`src/rtl/sas_pkg.sv`:
```
`default_nettype none

package sas_pkg;

    // Axis modes
    localparam logic [2:0] MODE_IDLE  = 3'd0;
    localparam logic [2:0] MODE_RUN   = 3'd1;
    localparam logic [2:0] MODE_HOME  = 3'd2;
    localparam logic [2:0] MODE_JOG   = 3'd3;
    localparam logic [2:0] MODE_FAULT = 3'd4;

    // Error codes
    localparam logic [2:0] ERR_NONE = 3'd0;
    localparam logic [2:0] ERR_HB   = 3'd1;
    localparam logic [2:0] ERR_LMIN = 3'd2;
    localparam logic [2:0] ERR_LMAX = 3'd3;
    localparam logic [2:0] ERR_HOME = 3'd4;

    // Homing phases
    localparam logic [1:0] PH_FAST = 2'd0;
    localparam logic [1:0] PH_BACK = 2'd1;
    localparam logic [1:0] PH_SLOW = 2'd2;

    // Step modes
    localparam logic [1:0] STEP_NONE  = 2'd0;
    localparam logic [1:0] STEP_ACCEL = 2'd1;
    localparam logic [1:0] STEP_CONST = 2'd2;

    // Event opcodes
    localparam logic [2:0] OP_MOVE   = 3'd0;
    localparam logic [2:0] OP_HOME   = 3'd1;
    localparam logic [2:0] OP_JOG    = 3'd2;
    localparam logic [2:0] OP_STEP   = 3'd3;
    localparam logic [2:0] OP_SWITCH = 3'd4;
    localparam logic [2:0] OP_BEAT   = 3'd5;
    localparam logic [2:0] OP_CHECK  = 3'd6;

    // Register indexes
    localparam logic [1:0] REG_HB_TIMEOUT = 2'd0;
    localparam logic [1:0] REG_MAX_SPEED  = 2'd1;
    localparam logic [1:0] REG_BACKOFF    = 2'd2;

    // Register reset values
    localparam logic [15:0] HB_TIMEOUT_RST = 16'd0;
    localparam logic [15:0] MAX_SPEED_RST  = 16'd1000;
    localparam logic [15:0] BACKOFF_RST    = 16'd200;
    localparam logic [8:0]  CREEP_RST      = 9'd80;

    // Creep speed: floor(2*max_speed/25) as (x * RECIP) >> RECIP_SHIFT, x < 2^17
    localparam int          RECIP_SHIFT = 22;
    localparam logic [17:0] RECIP_25    = 18'd167773;
    localparam logic [8:0]  CREEP_MIN   = 9'd30;
    localparam logic [8:0]  CREEP_MAX   = 9'd400;
    localparam logic [16:0] CREEP_MOVE  = 17'd50000;

    typedef struct packed {
        logic [2:0]  op;
        logic        seek_negative;
        logic [31:0] now_ms;
        logic        at_target;
        logic        limit_min;
        logic        limit_max;
    } in_item_t;

    typedef struct packed {
        logic [8:0]         creep_speed;
        logic               speed_valid;
        logic               zero_position;
        logic signed [16:0] move_distance;
        logic               move_valid;
        logic               stop_motor;
        logic [1:0]         step_mode;
        logic [1:0]         phase;
        logic [2:0]         error_code;
        logic [2:0]         mode;
    } out_item_t;

    typedef struct packed {
        logic [15:0] heartbeat_timeout_ms;
        logic [15:0] backoff_steps;
        logic [8:0]  creep_speed;
    } cfg_t;

endpackage

`default_nettype wire

```
`src/rtl/stepper_axis_supervisor_core.sv`:
```
// Throughput: one item per cycle; the input register feeds the event logic, which
// writes the result register, and both advance whenever the result slot is free.
// Reset (rst_n low, asynchronous): axis idle, phase fast, no heartbeat, no error,
// registers back to their defaults, both pipeline registers empty.
`default_nettype none

module stepper_axis_supervisor_core
    import sas_pkg::*;
(
    input  wire logic        clk,
    input  wire logic        rst_n,
    // event items
    input  wire logic        s_axis_tvalid,
    output logic             s_axis_tready,
    input  wire logic [39:0] s_axis_tdata,  // op, seek_negative, now_ms, at_target,
                                            // limit_min, limit_max
    // result items
    output logic             m_axis_tvalid,
    input  wire logic        m_axis_tready,
    output logic [39:0]      m_axis_tdata,  // mode, error_code, phase, step_mode,
                                            // stop_motor, move_valid, move_distance,
                                            // zero_position, speed_valid, creep_speed
    // register writes
    input  wire logic        cfg_valid,
    output logic             cfg_ready,
    input  wire logic [1:0]  cfg_index,
    input  wire logic [15:0] cfg_data
);

    logic      in_valid_reg;
    in_item_t  in_item_reg;
    logic      out_valid_reg;
    out_item_t out_item_reg;
    logic      advance;
    cfg_t      cfg;
    out_item_t res;

    assign advance       = in_valid_reg && (!out_valid_reg || m_axis_tready);
    assign s_axis_tready = !in_valid_reg || advance;
    assign cfg_ready     = 1'b1;

    sas_cfg u_cfg (
        .clk      (clk),
        .rst_n    (rst_n),
        .wr_en    (cfg_valid),
        .wr_index (cfg_index),
        .wr_data  (cfg_data),
        .cfg      (cfg)
    );

    sas_ctrl u_ctrl (
        .clk   (clk),
        .rst_n (rst_n),
        .fire  (advance),
        .item  (in_item_reg),
        .cfg   (cfg),
        .res   (res)
    );

    // Input register
    always_ff @(posedge clk or negedge rst_n)
    begin
        if (!rst_n)
            in_valid_reg <= 1'b0;
        else if (s_axis_tready)
            in_valid_reg <= s_axis_tvalid;
    end

    always_ff @(posedge clk)
    begin
        if (s_axis_tready && s_axis_tvalid)
        begin
            in_item_reg.op            <= s_axis_tdata[2:0];
            in_item_reg.seek_negative <= s_axis_tdata[3];
            in_item_reg.now_ms        <= s_axis_tdata[35:4];
            in_item_reg.at_target     <= s_axis_tdata[36];
            in_item_reg.limit_min     <= s_axis_tdata[37];
            in_item_reg.limit_max     <= s_axis_tdata[38];
        end
    end

    // Result register
    always_ff @(posedge clk or negedge rst_n)
    begin
        if (!rst_n)
            out_valid_reg <= 1'b0;
        else if (advance)
            out_valid_reg <= 1'b1;
        else if (m_axis_tready)
            out_valid_reg <= 1'b0;
    end

    always_ff @(posedge clk)
    begin
        if (advance)
            out_item_reg <= res;
    end

    assign m_axis_tvalid = out_valid_reg;
    assign m_axis_tdata  = out_item_reg;

endmodule

`default_nettype wire

```
`src/rtl/sas_cfg.sv`:
```
`default_nettype none

module sas_cfg
    import sas_pkg::*;
(
    input  wire logic        clk,
    input  wire logic        rst_n,
    input  wire logic        wr_en,
    input  wire logic [1:0]  wr_index,
    input  wire logic [15:0] wr_data,
    output cfg_t             cfg
);

    logic [15:0] hb_timeout_reg;
    logic [15:0] backoff_reg;
    logic [8:0]  creep_reg;
    logic [34:0] creep_prod;
    logic [12:0] creep_quot;
    logic [8:0]  creep_next;

    // Creep speed from the written max speed, clamped; stored so the event path stays short
    always_comb
    begin
        creep_prod = {1'b0, wr_data, 1'b0} * {17'd0, RECIP_25};
        creep_quot = creep_prod[34:RECIP_SHIFT];
        if (creep_quot < 13'(CREEP_MIN))
            creep_next = CREEP_MIN;
        else if (creep_quot > 13'(CREEP_MAX))
            creep_next = CREEP_MAX;
        else
            creep_next = creep_quot[8:0];
    end

    // Register writes; unknown indexes are dropped
    always_ff @(posedge clk or negedge rst_n)
    begin
        if (!rst_n)
        begin
            hb_timeout_reg <= HB_TIMEOUT_RST;
            backoff_reg    <= BACKOFF_RST;
            creep_reg      <= CREEP_RST;
        end
        else if (wr_en)
        begin
            case (wr_index)
                REG_HB_TIMEOUT: hb_timeout_reg <= wr_data;
                REG_MAX_SPEED:  creep_reg      <= creep_next;
                REG_BACKOFF:    backoff_reg    <= wr_data;
                default:        ;
            endcase
        end
    end

    assign cfg.heartbeat_timeout_ms = hb_timeout_reg;
    assign cfg.backoff_steps        = backoff_reg;
    assign cfg.creep_speed          = creep_reg;

endmodule

`default_nettype wire

```
`src/rtl/sas_ctrl.sv`:
```
`default_nettype none

module sas_ctrl
    import sas_pkg::*;
(
    input  wire logic      clk,
    input  wire logic      rst_n,
    input  wire logic      fire,
    input  in_item_t       item,
    input  cfg_t           cfg,
    output out_item_t      res
);

    logic [2:0]  mode_reg,  mode_next;
    logic [1:0]  phase_reg, phase_next;
    logic        seek_neg_reg, seek_neg_next;
    logic [31:0] beat_reg,  beat_next;
    logic [2:0]  err_reg,   err_next;

    logic [1:0]         step_mode;
    logic               stop_motor;
    logic               move_valid;
    logic signed [16:0] move_distance;
    logic               zero_position;
    logic               speed_valid;
    logic [8:0]         creep_speed;
    logic [31:0]        silence;
    logic               limit_hit;

    assign silence   = item.now_ms - beat_reg;
    assign limit_hit = item.limit_min | item.limit_max;

    // Event decode and next state
    always_comb
    begin
        mode_next     = mode_reg;
        phase_next    = phase_reg;
        seek_neg_next = seek_neg_reg;
        beat_next     = beat_reg;
        err_next      = err_reg;
        step_mode     = STEP_NONE;
        stop_motor    = 1'b0;
        move_valid    = 1'b0;
        move_distance = '0;
        zero_position = 1'b0;
        speed_valid   = 1'b0;
        creep_speed   = '0;

        case (item.op)
            OP_MOVE:
            begin
                mode_next = MODE_RUN;
                err_next  = ERR_NONE;
            end
            OP_HOME:
            begin
                mode_next     = MODE_HOME;
                phase_next    = PH_FAST;
                seek_neg_next = item.seek_negative;
                err_next      = ERR_NONE;
            end
            OP_JOG:
            begin
                mode_next = MODE_JOG;
                err_next  = ERR_NONE;
            end
            OP_STEP:
            begin
                if (mode_reg == MODE_RUN || mode_reg == MODE_HOME || mode_reg == MODE_JOG)
                begin
                    step_mode = (mode_reg == MODE_JOG) ? STEP_CONST : STEP_ACCEL;
                    if (limit_hit)
                    begin
                        // minimum limit takes priority
                        stop_motor = 1'b1;
                        mode_next  = MODE_FAULT;
                        err_next   = item.limit_min ? ERR_LMIN : ERR_LMAX;
                    end
                    else if (mode_reg == MODE_HOME && phase_reg == PH_BACK && item.at_target)
                    begin
                        // back-off done: creep back toward the switch
                        speed_valid   = 1'b1;
                        creep_speed   = cfg.creep_speed;
                        move_valid    = 1'b1;
                        move_distance = seek_neg_reg ? -$signed(CREEP_MOVE)
                                                     : $signed(CREEP_MOVE);
                        phase_next    = PH_SLOW;
                    end
                    else if (item.at_target && mode_reg == MODE_RUN)
                    begin
                        mode_next = MODE_IDLE;
                        err_next  = ERR_NONE;
                    end
                    else if (item.at_target && mode_reg == MODE_HOME && phase_reg == PH_FAST)
                    begin
                        // fast seek ran out without finding the switch
                        mode_next  = MODE_FAULT;
                        err_next   = ERR_HOME;
                        phase_next = PH_FAST;
                    end
                end
            end
            OP_SWITCH:
            begin
                if (mode_reg == MODE_HOME)
                begin
                    if (phase_reg == PH_FAST)
                    begin
                        stop_motor    = 1'b1;
                        move_valid    = 1'b1;
                        move_distance = seek_neg_reg ? $signed({1'b0, cfg.backoff_steps})
                                                     : -$signed({1'b0, cfg.backoff_steps});
                        phase_next    = PH_BACK;
                    end
                    else if (phase_reg == PH_SLOW)
                    begin
                        stop_motor    = 1'b1;
                        zero_position = 1'b1;
                        mode_next     = MODE_IDLE;
                        err_next      = ERR_NONE;
                        phase_next    = PH_FAST;
                    end
                end
            end
            OP_BEAT:
            begin
                beat_next = item.now_ms;
            end
            OP_CHECK:
            begin
                if (cfg.heartbeat_timeout_ms != '0 && mode_reg != MODE_FAULT &&
                    beat_reg != '0 && silence > {16'd0, cfg.heartbeat_timeout_ms})
                begin
                    stop_motor = 1'b1;
                    mode_next  = MODE_FAULT;
                    err_next   = ERR_HB;
                    beat_next  = '0;
                end
            end
            default: ;
        endcase
    end

    // Supervisor state, updated once per processed item
    always_ff @(posedge clk or negedge rst_n)
    begin
        if (!rst_n)
        begin
            mode_reg     <= MODE_IDLE;
            phase_reg    <= PH_FAST;
            seek_neg_reg <= 1'b0;
            beat_reg     <= '0;
            err_reg      <= ERR_NONE;
        end
        else if (fire)
        begin
            mode_reg     <= mode_next;
            phase_reg    <= phase_next;
            seek_neg_reg <= seek_neg_next;
            beat_reg     <= beat_next;
            err_reg      <= err_next;
        end
    end

    assign res.mode          = mode_next;
    assign res.error_code    = err_next;
    assign res.phase         = phase_next;
    assign res.step_mode     = step_mode;
    assign res.stop_motor    = stop_motor;
    assign res.move_valid    = move_valid;
    assign res.move_distance = move_distance;
    assign res.zero_position = zero_position;
    assign res.speed_valid   = speed_valid;
    assign res.creep_speed   = creep_speed;

endmodule

`default_nettype wire

```
`config.mk`:
```
export PLATFORM = sky130hd
export DESIGN_NAME = stepper_axis_supervisor_core
export DESIGN_NICKNAME = d
export VERILOG_FILES = /design/src/rtl/sas_pkg.sv /design/src/rtl/stepper_axis_supervisor_core.sv /design/src/rtl/sas_cfg.sv /design/src/rtl/sas_ctrl.sv
export SDC_FILE = /design/constraint.sdc
export NUM_CORES = 1
export LEC_CHECK = 0
export ABC_AREA = 1
export BUFFER_PORTS_ARGS = -buffer_cell sky130_fd_sc_hd__buf_2
export CORE_MARGIN = 2
export CORE_UTILIZATION = 25
export CTS_BUF_LIST = sky130_fd_sc_hd__clkbuf_8 sky130_fd_sc_hd__clkbuf_16
export CTS_CLUSTER_DIAMETER = 50
export CTS_CLUSTER_SIZE = 30
export DETAILED_ROUTE_END_ITERATION = 7
export PLACE_DENSITY = 0.4
export REMOVE_ABC_BUFFERS = 1
export SLEW_MARGIN = 30
export SYNTH_ARGS = -nofsm -noshare
export SYNTH_HDL_FRONTEND = slang
export SYNTH_SLANG_ARGS = --single-unit
```
`constraint.sdc`:
```
create_clock -name clk -period 9.9 [get_ports clk]
set_clock_uncertainty 0.2 [all_clocks]
set_input_delay 1.485 -clock clk [delete_from_list [all_inputs] [get_ports clk]]
set_output_delay 1.485 -clock clk [all_outputs]
set_load 0.01 [all_outputs]
```
==> impl_metrics.py <==
metrics = {
    "power": {
        "max-vdd-ir-drop_uv": 180.7,
        "p_leak_nw": 9.252,
        "power_mw": 5.911,
        "power_density_mw_per_mm2": 333.3,
    },
    "synthesis": {
        "synth_top_family_by_area": "adder cells",
        "synth_compound_area_share_pct": 8.592,
        "syn-cell-area_mm2": 0.01567,
        "ys_types": 54,
        "ys_async_sr_fraction_pct": 51.53,
        "synthAdderAreaFrac_pct": 27.63,
        "avgSynthCellArea_um2": 7.930,
        "synthFlopType": "edfxtp_1",
        "ys_seq_area_share_pct": 28.59,
        "synth-xor-area-share_pct": 1.565,
        "yosys_warnings": 0,
        "synth-simple-area-share_pct": 22.08,
        "syn_inst": 1976,
        "synth_edf_count": 79,
        "synthMuxAreaShare_pct": 0,
        "ys_ff_latch": 163,
    },
    "critical_path": {
        "worst_ep_required_time_ns": 10.05,
        "path_depth": 27,
        "crit_type": "in2reg",
        "path_max_fanout": 8,
        "worst_setup_path_end_kind": "flip-flop",
        "crit_slowest_cell": "fa_1",
        "critPathMaxStageDelay_ns": 0.62,
        "crit_family": "adder cells",
        "cp_data_arrival_time_ns": 7.24,
        "cp-start-kind": "input pin",
        "reg2regPathDepth": 30,
        "critPathBufInv": 7,
    },
    "sta": {
        "fin_crit_sh_pct": 71.70,
        "rsz0062_at_grt": "no",
        "period_minus_slack_ns": 7.098,
        "report.final.slew_viol_count": 0,
        "relSlewSlack_pct": 50.03,
        "timing.hold.ws_ns": 0.2673,
        "tns_ns": 0,
        "finalSetupViolCount": 0,
        "timing.final.ws_setup_ns": 2.802,
        "worst_pin_slew_ns": 0.7439,
        "max_freq_ghz": 0.1409,
        "finalHoldViolations": 0,
    },
    "routing": {
        "wire_per_inst_um": 14.68,
        "vias_per_cell": 4.296,
        "dr.pass1.iters": 5,
        "drt-total-wl_um": 43040,
        "drc": 0,
        "ant_nets": 0,
        "drt_iter0_drc": 626,
        "num_vias": 12590,
    },
    "cells_and_area": {
        "final_area_mm2": 0.01773,
        "area_growth_pct": 13.17,
        "fin_nets": 2430,
        "drive_gt1_share_pct": 12.18,
        "largest_reg_flops": 40,
        "antenna_cells": 0,
        "nFillCells": 6721,
    },
    "clock_tree": {
        "post-cts-setup-buffer-count": 0,
        "clk_path_buf_depth": 2,
        "cts-resized-gates": 0,
        "htreeDepth": 4,
        "worstSkewPairLatency_ns": 0.46,
        "root_buffer": "clkbuf_16",
        "cts_tree": "yes",
        "numCtsBuffers": 17,
        "ctsHoldBuffers": 0,
        "clk_pin_slew_ns": 0.07,
        "cts_sinks": 163,
    },
    "worst_hold_path": {
        "holdPathStages": 2,
        "hold_path_class": "reg2reg",
    },
    "place": {
        "dp_hpwl_um": 36130,
        "portBuffers": 103,
        "post_dp_cell_area_mm2": 0.01714,
        "dp_worst_setup_slack_ns": 2.267,
        "gp_congestion": 0.8706,
    },
    "run": {
        "maxCapViolCount": 0,
    },
    "floorplan": {
        "fp.dieH_um": 254.4,
        "dieArea_mm2": 0.06470,
        "fp.dieW_um": 254.4,
        "initial_core_util_pct": 25.35,
        "core-area_mm2": 0.06183,
        "row_count": 91,
        "pin_count": 106,
    },
    "global_route": {
        "grt_start_max_net_pins": 65,
        "grt_pass1_vias": 13190,
        "antenna_found_initial": 1,
        "grt_pass1_wl_um": 71010,
        "grt_usage_pct": 14.07,
        "overflow": 0,
    },
    "run_status": {
        "status": "completed",
    },
}
[report_power, final]
| group | internal (mW) | switching (mW) |
|---|---|---|
| logic | 1.51 | 2.75 |
| registers | 0.862 | 0.115 |
| clock network | 0.342 | 0.335 |
| total | 2.71 | 3.20 |
[worst min-delay path, delay by kind of cell, from the launching register on]
family           cells  cell delay (ns)
and+or+nand+nor      2             0.10
DFF                  1             0.37
[final timing paths]
kind	startpoint	to	slack [ns]
worst max-delay path	cfg_data[2]	u_cfg.creep_reg[0]	2.80
worst min-delay path	u_cfg.creep_reg[6]	u_cfg.creep_reg[6]	0.27
worst max register to register	in_item_reg[3]	u_ctrl.beat_reg[2]	4.96
worst min register to register	u_cfg.creep_reg[6]	u_cfg.creep_reg[6]	0.27
max in group asynchronous	rst_n	u_ctrl.beat_reg[1]	7.58
min in group asynchronous	rst_n	u_ctrl.err_reg[2]	0.81
[final cells by class]
type                            count  area, µm²  area share (%)
Multi-Input combinational cell   1348       9394           52.97
Clock inverter                     15      171.4          0.9666
Clock buffer                       17      425.4           2.399
Sequential cell                   163       4481           25.27
Timing Repair Buffer              107      548.0           3.090
Tap cell                          837       1047           5.906
Inverter                          444       1667           9.398
[cell usage after synthesis, types with 2 or more instances]
library cell  count  share of area (%)
o22ai_1           2              0.080
nor3_1           21               0.67
nor2_2           10               0.40
o21ai_0          77                2.5
o221a_2           2               0.14
nand3_1          71                2.3
inv_2            18               0.43
and2_1            2              0.080
inv_1           424                 10
xnor2_1           2               0.11
and3_1            2              0.080
a31oi_1           4               0.16
nor3_2            2               0.13
a21oi_1          76                2.4
nand4_1          11               0.44
buf_6             3               0.22
nor2_1          139                3.3
nand3b_1          9               0.43
edfxtp_1         79                 15
clkinv_1          2              0.048
fa_1            100                 13
ha_1            186                 15
dfstp_2           5               0.84
or2_2             4               0.16
o21ai_2          32                1.8
nor4_1           16               0.64
buf_8             3               0.29
nand2_1         480                 11
nand3_2           2               0.13
dfrtp_1          79                 13
o21bai_1          7               0.34
xor2_1           26                1.5
nand2_2          34                1.4
clkbuf_1         14               0.34
a21o_1            9               0.43
o211ai_1          5               0.24
[cells in the final DEF, fill, tap and decap left out, types with 4 or more instances in the layout]
| cell type | synthesis | layout |
|---|---|---|
| nor3_1 | 21 | 21 |
| dfrtp_1 | 79 | 79 |
| inv_2 | 18 | 19 |
| o211ai_1 | 5 | 5 |
| edfxtp_1 | 79 | 79 |
| o21bai_1 | 7 | 7 |
| nand4_1 | 11 | 11 |
| buf_4 | 1 | 5 |
| nand3_2 | 2 | 4 |
| nor2_2 | 10 | 10 |
| xor2_1 | 26 | 26 |
| nand3_1 | 71 | 69 |
| or2_2 | 4 | 4 |
| inv_1 | 424 | 422 |
| inv_6 | 0 | 4 |
| nand2_1 | 480 | 480 |
| nor4_1 | 16 | 16 |
| fa_1 | 100 | 100 |
| buf_2 | 0 | 102 |
| nand3b_1 | 9 | 9 |
| a21o_1 | 9 | 9 |
| o21ai_0 | 77 | 77 |
| dfstp_2 | 5 | 5 |
| a21oi_1 | 76 | 76 |
| ha_1 | 186 | 186 |
| clkbuf_16 | 0 | 17 |
| nand2_2 | 34 | 34 |
| a31oi_1 | 4 | 4 |
| inv_8 | 0 | 7 |
| nor2_1 | 139 | 139 |
| o21ai_2 | 32 | 32 |
[kinds of logic (layout without fill, tap and decap cells)]
logic type      count (synthesis)  count (layout)
simple gates                  810             810
buf+inv                       465             583
fa+ha+maj                     286             286
compound gates                223             223
flops                         163             163
xor+xnor                       28              28
other cells                     1               1
[per-layer routing]
metal  track usage (%)  routed length [µm]  vias to the layer above
li1                  -                   -                     6397
met1             18.34               20020                     6004
met2             24.87               21420                      158
met3             1.541                1059                       33
met4             3.277                 530                        0
met5                 0                   0                        -
[per-stage QoR]
stage	std cells	util (%)
6_report	2931	28.68
5_1_grt	2931	28.68
4_1_cts	2931	28.68
3_5_place_dp	2899	27.72
3_3_place_gp	2899	27.70
2_1_floorplan	1955	-
No activity file was read; power rests on OpenSTA's default activity.
